$ cat src/rtl/qsfc_pkg.sv
`default_nettype none
package qsfc_pkg;

  // Field widths
  localparam int unsigned OP_W      = 2;
  localparam int unsigned ID_W      = 12;
  localparam int unsigned LEN_W     = 16;
  localparam int unsigned BYTE_W    = 62;
  localparam int unsigned MAXS_W    = 30;
  localparam int unsigned STATUS_W  = 3;
  localparam int unsigned CFG_IDX_W = 3;

  typedef enum logic [OP_W-1:0] {
    OP_OPEN = 2'd0,
    OP_SEND = 2'd1,
    OP_RECV = 2'd2,
    OP_RSVD = 2'd3
  } op_t;

  typedef enum logic [STATUS_W-1:0] {
    ST_OK           = 3'd0,
    ST_NO_ID        = 3'd1,
    ST_INVALID      = 3'd2,
    ST_STREAM_LIMIT = 3'd3,
    ST_CONN_LIMIT   = 3'd4,
    ST_DIRECTION    = 3'd5
  } status_t;

  typedef enum logic [CFG_IDX_W-1:0] {
    CFG_IS_SERVER       = 3'd0,
    CFG_PEER_MAX_BIDI   = 3'd1,
    CFG_PEER_MAX_UNI    = 3'd2,
    CFG_PEER_DATA_UNI   = 3'd3,
    CFG_PEER_DATA_BIDI  = 3'd4,
    CFG_LOCAL_DATA_BIDI = 3'd5,
    CFG_LOCAL_DATA_UNI  = 3'd6,
    CFG_CONN_LIMIT      = 3'd7
  } cfg_idx_t;

  typedef enum logic [1:0] {
    S_CLEAR = 2'd0,
    S_IDLE  = 2'd1,
    S_EXEC  = 2'd2
  } state_t;

  // Controller to datapath commands
  typedef struct packed {
    logic clear_we;
    logic capture;
    logic commit;
  } ctrl_cmd_t;

  // Datapath to controller status
  typedef struct packed {
    logic clear_last;
  } dp_sts_t;

endpackage
`default_nettype wire

$ cat src/rtl/qsfc_ctrl.sv
`default_nettype none
module qsfc_ctrl (
  input  wire                    clk,
  input  wire                    rst_n,
  input  wire                    in_tvalid,
  output logic                   in_tready,
  output logic                   out_tvalid,
  input  wire                    out_tready,
  output qsfc_pkg::ctrl_cmd_t    cmd,
  input  qsfc_pkg::dp_sts_t      sts
);

  qsfc_pkg::state_t state_r, state_nxt;
  logic             out_valid_r, out_valid_nxt;
  logic             out_free;

  // Output slot can take a result this cycle
  assign out_free = !out_valid_r || out_tready;

  // Next state
  always_comb begin
    state_nxt = state_r;
    unique case (state_r)
      qsfc_pkg::S_CLEAR: if (sts.clear_last) state_nxt = qsfc_pkg::S_IDLE;
      qsfc_pkg::S_IDLE:  if (in_tvalid) state_nxt = qsfc_pkg::S_EXEC;
      qsfc_pkg::S_EXEC:  if (out_free) state_nxt = qsfc_pkg::S_IDLE;
      default:           state_nxt = qsfc_pkg::S_CLEAR;
    endcase
  end

  // Commands
  always_comb begin
    cmd       = '0;
    in_tready = 1'b0;
    unique case (state_r)
      qsfc_pkg::S_CLEAR: cmd.clear_we = 1'b1;
      qsfc_pkg::S_IDLE: begin
        in_tready   = 1'b1;
        cmd.capture = in_tvalid;
      end
      qsfc_pkg::S_EXEC:  cmd.commit = out_free;
      default:           cmd = '0;
    endcase
  end

  // Result valid: set on commit, drop when taken
  always_comb begin
    out_valid_nxt = out_valid_r;
    priority if (cmd.commit) out_valid_nxt = 1'b1;
    else if (out_tready)     out_valid_nxt = 1'b0;
    else                     out_valid_nxt = out_valid_r;
  end

  always_ff @(posedge clk) begin
    if (!rst_n) begin
      state_r     <= qsfc_pkg::S_CLEAR;
      out_valid_r <= 1'b0;
    end else begin
      state_r     <= state_nxt;
      out_valid_r <= out_valid_nxt;
    end
  end

  assign out_tvalid = out_valid_r;

  a_accept_exec: assert property (@(posedge clk) disable iff (!rst_n)
    (in_tvalid && in_tready) |=> (state_r == qsfc_pkg::S_EXEC))
    else $error("accepted item did not enter execute");

  a_commit_valid: assert property (@(posedge clk) disable iff (!rst_n)
    cmd.commit |=> out_tvalid)
    else $error("committed result not presented");

  a_no_overwrite: assert property (@(posedge clk) disable iff (!rst_n)
    (out_tvalid && !out_tready) |-> !cmd.commit)
    else $error("pending result overwritten");

endmodule
`default_nettype wire

$ cat config.mk
export PLATFORM = sky130hd
export DESIGN_NAME = qsfc_ctrl
export DESIGN_NICKNAME = d
export VERILOG_FILES = /design/src/rtl/qsfc_pkg.sv /design/src/rtl/qsfc_ctrl.sv
export SDC_FILE = /design/constraint.sdc
export NUM_CORES = 1
export LEC_CHECK = 0
export ABC_AREA = 1
export ABC_CLOCK_PERIOD_IN_PS = 1100
export BUFFER_PORTS_ARGS = -buffer_cell sky130_fd_sc_hd__buf_4
export CAP_MARGIN = 20
export CORE_AREA = 2 2 39 41
export DETAILED_ROUTE_END_ITERATION = 10
export DIE_AREA = 0 0 41 43
export GPL_TIMING_DRIVEN = 0
export PLACE_DENSITY = 0.41
export SLEW_MARGIN = 20
export SYNTH_ARGS = -nofsm -noshare
export SYNTH_HDL_FRONTEND = slang
export SYNTH_SLANG_ARGS = --single-unit
$ cat constraint.sdc
create_clock -name clk -period 1.1 [get_ports clk]
set_clock_uncertainty 0.2 [all_clocks]
set_input_delay 0.11 -clock clk [delete_from_list [all_inputs] [get_ports clk]]
set_output_delay 0.11 -clock clk [all_outputs]
set_load 0.01 [all_outputs]
==> impl_metrics.csv, run 1 <==
group,metric,value,unit
status,status,"finished, violations left",
status,violations,"hold timing, setup timing",
global_routing,grt_antenna_before_repair,0,
routing,drtPass1Iterations,1,
clocking,numCtsBuffers,3,
logic_synthesis,ys_ff_latch,3,
critical_path,critPathLaunch,"state_r[1]$_SDFFE_PN0P_",
power,p_sw,106,uW
clocking,cts_root_buf,"clkbuf_4",
critical_path,path_max_fanout,4,
critical_path,cp-start-kind,"flop",
clocking,insertion_delay,230,ps
sta,slew_headroom,0.896,
power,cell_internal_pwr,303,uW
clocking,cts.clk_slew.worst_paths,40,ps
global_routing,grt_pass1_vias,182,
logic_synthesis,synth_cell_types,14,
critical_path,crit_path_end_kind,"primary output",
sta,period_share,1.12,
critical_path,cp_data_required_time,790,ps
sta,setup_slack,-129,ps
floorplan,start_util,0.129,
final_layout,drive_above_1_share,0.732,
logic_synthesis,synth_flop_cell,"dfxtp_1",
critical_path,crit_arrival,920,ps
power,leakagePower,0.000186,uW
global_routing,track_usage,0.0581,
critical_path,r2r-start,"state_r[1]$_SDFFE_PN0P_",
clocking,cts_tree,"built",
critical_path,reg2reg_depth,6,
critical_path,rrSetupSlack,20,ps
global_routing,grt_pass1_wl,600,microns
logic_synthesis,synth_commonest_cells,"inv_1 (5), nand2_1 (4), dfxtp_1 (3)",
final_layout,nNetsFinal,47,
logic_synthesis,async_flop_share,0,
floorplan,die-area,0.00176,sq mm
sta,tightestPinTransition,156,ps
final_layout,antenna_cells,0,
logic_synthesis,avgSynthCellArea,7.46,sq um
floorplan,die_width,41,microns
routing,drcViolationCount,0,
sta,fin_crit,1230,ps
logic_synthesis,synth-simple-area-share,0.378,
final_layout,num-fill-cells,157,
global_routing,overflow,0,
floorplan,row_count,14,
routing,drt-total-wl,403,microns
clocking,clk_path_buf_depth,2,
sta,setup-violations-final,4,
logic_synthesis,yosysSeqAreaShare,0.336,
floorplan,die_y,43,microns
logic_synthesis,synth_area_leaders,"dfxtp_1 (34%), nor2_8 (11%), inv_1 (10%)",
sta,finalMaxSlewViolations,0,
final_layout,synthToLayoutAreaGrowth,104,%
power,ir_drop,0.283,mV
sta,hold_violations,1,
routing,drtAntennaViolNets,0,
place,dp_cells,49,
logic_synthesis,yosysWarnings,0,
routing,wl_per_cell,7.07,microns
final_layout,final_area,365,sq um
critical_path,worst-setup-path-type,"reg2out",
power,combPwrFrac,0.221,
logic_synthesis,synth-compound-area-share,0.119,
sta,rsz0062_at_grt,"true",
logic_synthesis,synth_top_area_share,0.336,
place,place_area,267,sq um
logic_synthesis,synthAdderAreaFrac,0,
power,seqPwrFrac,0.306,
logic_synthesis,syn-cell-area,179,sq um
routing,drtIter0Drc,0,
sta,max_freq,814,MHz
final_layout,regArea,66.3,sq um
routing,num_vias,194,
logic_synthesis,synth.area.mux_share,0,
place,gp_congestion,0.630,
power,power.density,1120,mW/mm^2
critical_path,r2r-end,"state_r[0]$_SDFFE_PN0P_",
power,p_sw_frac,0.259,
logic_synthesis,synth.net_count,29,
clocking,h-tree-depth,1,
sta,setup_tns,-330,ps
power,clkPwrFrac,0.473,
global_routing,grt_max_degree,7,
logic_synthesis,synth_xor_area_frac,0,
final_layout,multi_input_area,113,sq um
logic_synthesis,yosysTopAreaCell,"dfxtp_1",
logic_synthesis,syn_inst,24,
logic_synthesis,synth_top_family_by_area,"simple AND/OR/NAND/NOR gates",
floorplan,num_io_pins,10,
routing,vias_per_cell,3.40,
clocking,clock_sinks,3,
place,io_buffers,9,
logic_synthesis,synth_edf_count,0,
sta,whs,-24.8,ps
critical_path,crit_path_end,"cmd[0]",
run,drv_cap,0,
floorplan,core_area,0.00138,sq mm
min_path,hold_path.class,"in2reg",
logic_synthesis,synth.most_common_cell,"inv_1",
final_layout,finalNonFillerCells,57,
cells by family after synthesis:
kind of cell / Yosys count
AOI/OAI and AO/OA: 3
buffers and inverters: 7
DFF: 3
and+or+nand+nor: 11
state kept, by name (all words and copies together) (netlist names):
name	cells
state_r	2
out_tvalid	1
power by group through the flow:
stage	clock (uW)	sequential, uW	combinational (uW)
after floorplan	0	123	32.6
after global placement	0	124	68.2
after detailed placement	0	124	68.9
after CTS	205	125	82.4
after global routing	210	126	99.0
final	193	125	90.1
metal layers:
layer  wire [microns]  up-vias  GRT usage  part of all wire
met5                0        -          0                 0
met4                0        0     0.0800                 0
met3               30        0     0.0366             0.074
met2              246        4     0.0875              0.61
met1              126       87     0.0350              0.31
li1                 -      103          -                 -
worst max-delay path, cell delays in order (launching register included):
cell     delay [ps]
dfxtp_2         340
inv_4            50
nor3_4          170
buf_6           120
repair_timing:
item,4_1_cts,5_1_grt
hold endpoints to repair,3,0
endpoints found under the setup margin,4,5
hold buffers,1,0
resized for setup,11,3
buffers inserted,3,1
pin swaps,1,1
cells in the final DEF (no fill, tap or decap), drive strengths merged:
cell / synthesis / layout
clkbuf: 0 / 4
nand3: 1 / 1
nand2: 5 / 5
nor2: 4 / 4
dlygate4sd3: 0 / 1
a21oi: 1 / 1
buf: 1 / 13
inv: 6 / 6
nor3: 1 / 1
o21ai: 1 / 1
o21a: 1 / 1
dfxtp: 3 / 3
worst min path at each step:
stage,startpoint,end,cells after the start
global placement,rst_n,out_tvalid$_SDFFE_PN0P_,2
floorplan,rst_n,out_tvalid$_SDFFE_PN0P_,1
global route,in_tvalid,state_r[0]$_SDFFE_PN0P_,4
CTS,in_tvalid,state_r[0]$_SDFFE_PN0P_,4
detailed placement,rst_n,out_tvalid$_SDFFE_PN0P_,2
finish,in_tvalid,state_r[0]$_SDFFE_PN0P_,4
layout make-up:
type / instances / share of cell area
clock buffer: 4 / 0.0719
tap: 16 / 0.0548
inverter: 6 / 0.0685
timing repair buffer: 14 / 0.315
multi-input combinational: 14 / 0.308
sequential: 3 / 0.182
through the flow:
stage               setup WS [ps]  utilization  total power (uW)
floorplan                    32.2            -               156
global placement            -43.1        0.193               192
detailed placement          -41.7        0.193               193
CTS                          -161        0.250               412
global route                 -198        0.264               435
finish                       -129        0.264               408
No activity file was read; power rests on OpenSTA's default activity.
==> inputs of run 2 (changes only) <==
ABC_AREA = not set   (was 1)
PLACE_DENSITY = 0.39   (was 0.41)
==> run 2 against run 1 <==
The run ends with setup timing left. Non-clock buffer count up 5. Synthesized cell count is 33% lower. Final area increased by 9.2%. Clock power rose by 4%. Final cell count shrank 5.3%. Combinational power grew 25%.
==> impl_metrics.csv, run 2 <==
group,metric,value,unit
logic_synthesis,yosysWarnings,0,
critical_path,worst-setup-path-type,"reg2out",
critical_path,path_max_fanout,3,
logic_synthesis,yosysSeqAreaShare,0.400,
global_routing,track_usage,0.0812,
routing,drt-total-wl,526,microns
final_layout,largest_reg_flops,2,
logic_synthesis,synth_flop_cell,"dfxtp_1",
clocking,insertion_delay,230,ps
power,power.density,1090,mW/mm^2
logic_synthesis,ys_ff_latch,3,
final_layout,antenna_cells,0,
critical_path,crit_path_end_kind,"primary output",
routing,num_vias,199,
place,io_buffers,9,
power,leakagePower,0.000186,uW
routing,drtAntennaViolNets,0,
clocking,cts_root_buf,"clkbuf_4",
global_routing,grt_pass1_wl,938,microns
clocking,clock_sinks,3,
sta,max_freq,760,MHz
status,status,"finished, violations left",
logic_synthesis,synth_cell_types,10,
logic_synthesis,synth_commonest_cells,"dfxtp_1 (3), nor2_1 (3), nor2b_2 (2), o21a_1 (2)",
final_layout,utilization,0.288,
final_layout,synthToLayoutAreaGrowth,166,%
critical_path,crit_arrival,1010,ps
clocking,cts.clk_slew.worst_paths,40,ps
sta,setup_slack,-216,ps
sta,rsz0062_at_grt,"true",
run,drv_cap,0,
power,ir_drop,0.321,mV
logic_synthesis,synth.net_count,21,
final_layout,nNetsFinal,44,
sta,period_share,1.20,
logic_synthesis,avgSynthCellArea,9.38,sq um
final_layout,num-fill-cells,151,
place,dp_hpwl,277,microns
logic_synthesis,synth_edf_count,0,
critical_path,cp_data_required_time,790,ps
routing,vias_per_cell,3.69,
logic_synthesis,syn_inst,16,
min_path,hold_path.class,"in2reg",
status,violations,"setup timing",
floorplan,die_width,41,microns
routing,drtIter0Drc,0,
final_layout,multi_input_area,119,sq um
sta,hold_violations,0,
sta,slew_headroom,0.870,
final_layout,final_common_cell,"buf_4",
floorplan,num_io_pins,10,
final_layout,final_cell_mix,"buf_4 (12), buf_6 (6), clkbuf_4 (3)",
floorplan,die_y,43,microns
global_routing,grt_max_degree,5,
place,dp_cells,41,
logic_synthesis,synth_top_area_share,0.400,
critical_path,cp-start-kind,"flop",
place,gp_congestion,0.661,
clocking,clk_path_buf_depth,2,
floorplan,core_area,0.00138,sq mm
global_routing,overflow,0,
final_layout,drive_above_1_share,0.842,
floorplan,die-area,0.00176,sq mm
clocking,h-tree-depth,1,
final_layout,regArea,66.3,sq um
logic_synthesis,async_flop_share,0,
final_layout,finalNonFillerCells,54,
floorplan,row_count,14,
floorplan,start_util,0.108,
logic_synthesis,yosysTopAreaCell,"dfxtp_1",
sta,setup-violations-final,6,
routing,drtPass1Iterations,1,
sta,fin_crit,1320,ps
global_routing,grt_pass1_vias,235,
final_layout,largest_register,"state_r",
clocking,numCtsBuffers,3,
routing,wl_per_cell,9.74,microns
sta,tightestPinTransition,193,ps
routing,drcViolationCount,0,
global_routing,grt_antenna_before_repair,0,
logic_synthesis,syn-cell-area,150,sq um
place,place_ws,-86.3,ps
logic_synthesis,synth_area_leaders,"dfxtp_1 (40%), nor2b_2 (12%), o21a_1 (10%)",
sta,finalMaxSlewViolations,0,
clocking,cts_tree,"built",
run 2: changes by cell type in the layout (fill, tap and decap cells not counted), sizes merged, moves of 2 or more:
cell / change
nand2b: +2
buf: +5
nor2b: +2
inv: -6
nand2: -5
run 2: cells by family after synthesis:
kind of cell,share of synthesized area
DFF,0.400
buffers and inverters,0.0500
and+or+nand+nor,0.350
AOI/OAI and AO/OA,0.200
run 2: worst paths after layout:
kind | from | end | slack, ps | cells after the start
worst max-delay path | state_r[0]$_SDFFE_PN0P_ | cmd[0] | -220 | 4
worst min-delay path | in_tvalid | state_r[0]$_SDFFE_PN0P_ | 40 | 3
worst min register to register | state_r[1]$_SDFFE_PN0P_ | state_r[0]$_SDFFE_PN0P_ | 440 | 2
worst max register to register | out_tvalid$_SDFFE_PN0P_ | state_r[0]$_SDFFE_PN0P_ | -130 | 5
run 2: per-layer routing:
metal / up-vias / routed length, microns / global-route usage
met5: - / 0 / 0
met4: 0 / 0 / 0.0600
met3: 0 / 56 / 0.0314
met2: 10 / 276 / 0.119
met1: 92 / 193 / 0.0895
li1: 97 / - / -
run 2: layout make-up:
type | instances | share of cell area
timing repair buffer | 18 | 0.392
multi-input combinational | 12 | 0.298
sequential | 3 | 0.166
clock buffer | 4 | 0.0658
tap | 16 | 0.0502
buffer | 1 | 0.0282
run 2: through the flow:
step                      setup TNS [ps]  hold slack [ps]  cell area, sq um  total power (uW)
after detailed placement           -86.3              140               244               193
final                               -784             36.7               399               435
after CTS                           -713             30.5               368               439
after global placement             -72.6              136               244               192
after floorplan                        0             27.4               156               158
after global routing               -1080             55.8               399               470
run 2: where the power goes:
group          total, uW  internal [uW]  switching (uW)
registers            123            115            7.34
logic                113           77.4            36.0
clock network        200            136            63.1
total                435            329             106
run 2: worst max-delay path: stages (launching register included):
cell	delay, ps
dfxtp_2	320
nand2b_4	150
nor2b_4	120
buf_6	100
buf_6	80
run 2: what timing repair did:
item,CTS,global route
setup endpoints to repair,5,7
gates resized for setup,10,7
hold buffers,1,0
buffers inserted,7,1
endpoints found under the hold margin,3,0
pin swaps,3,0
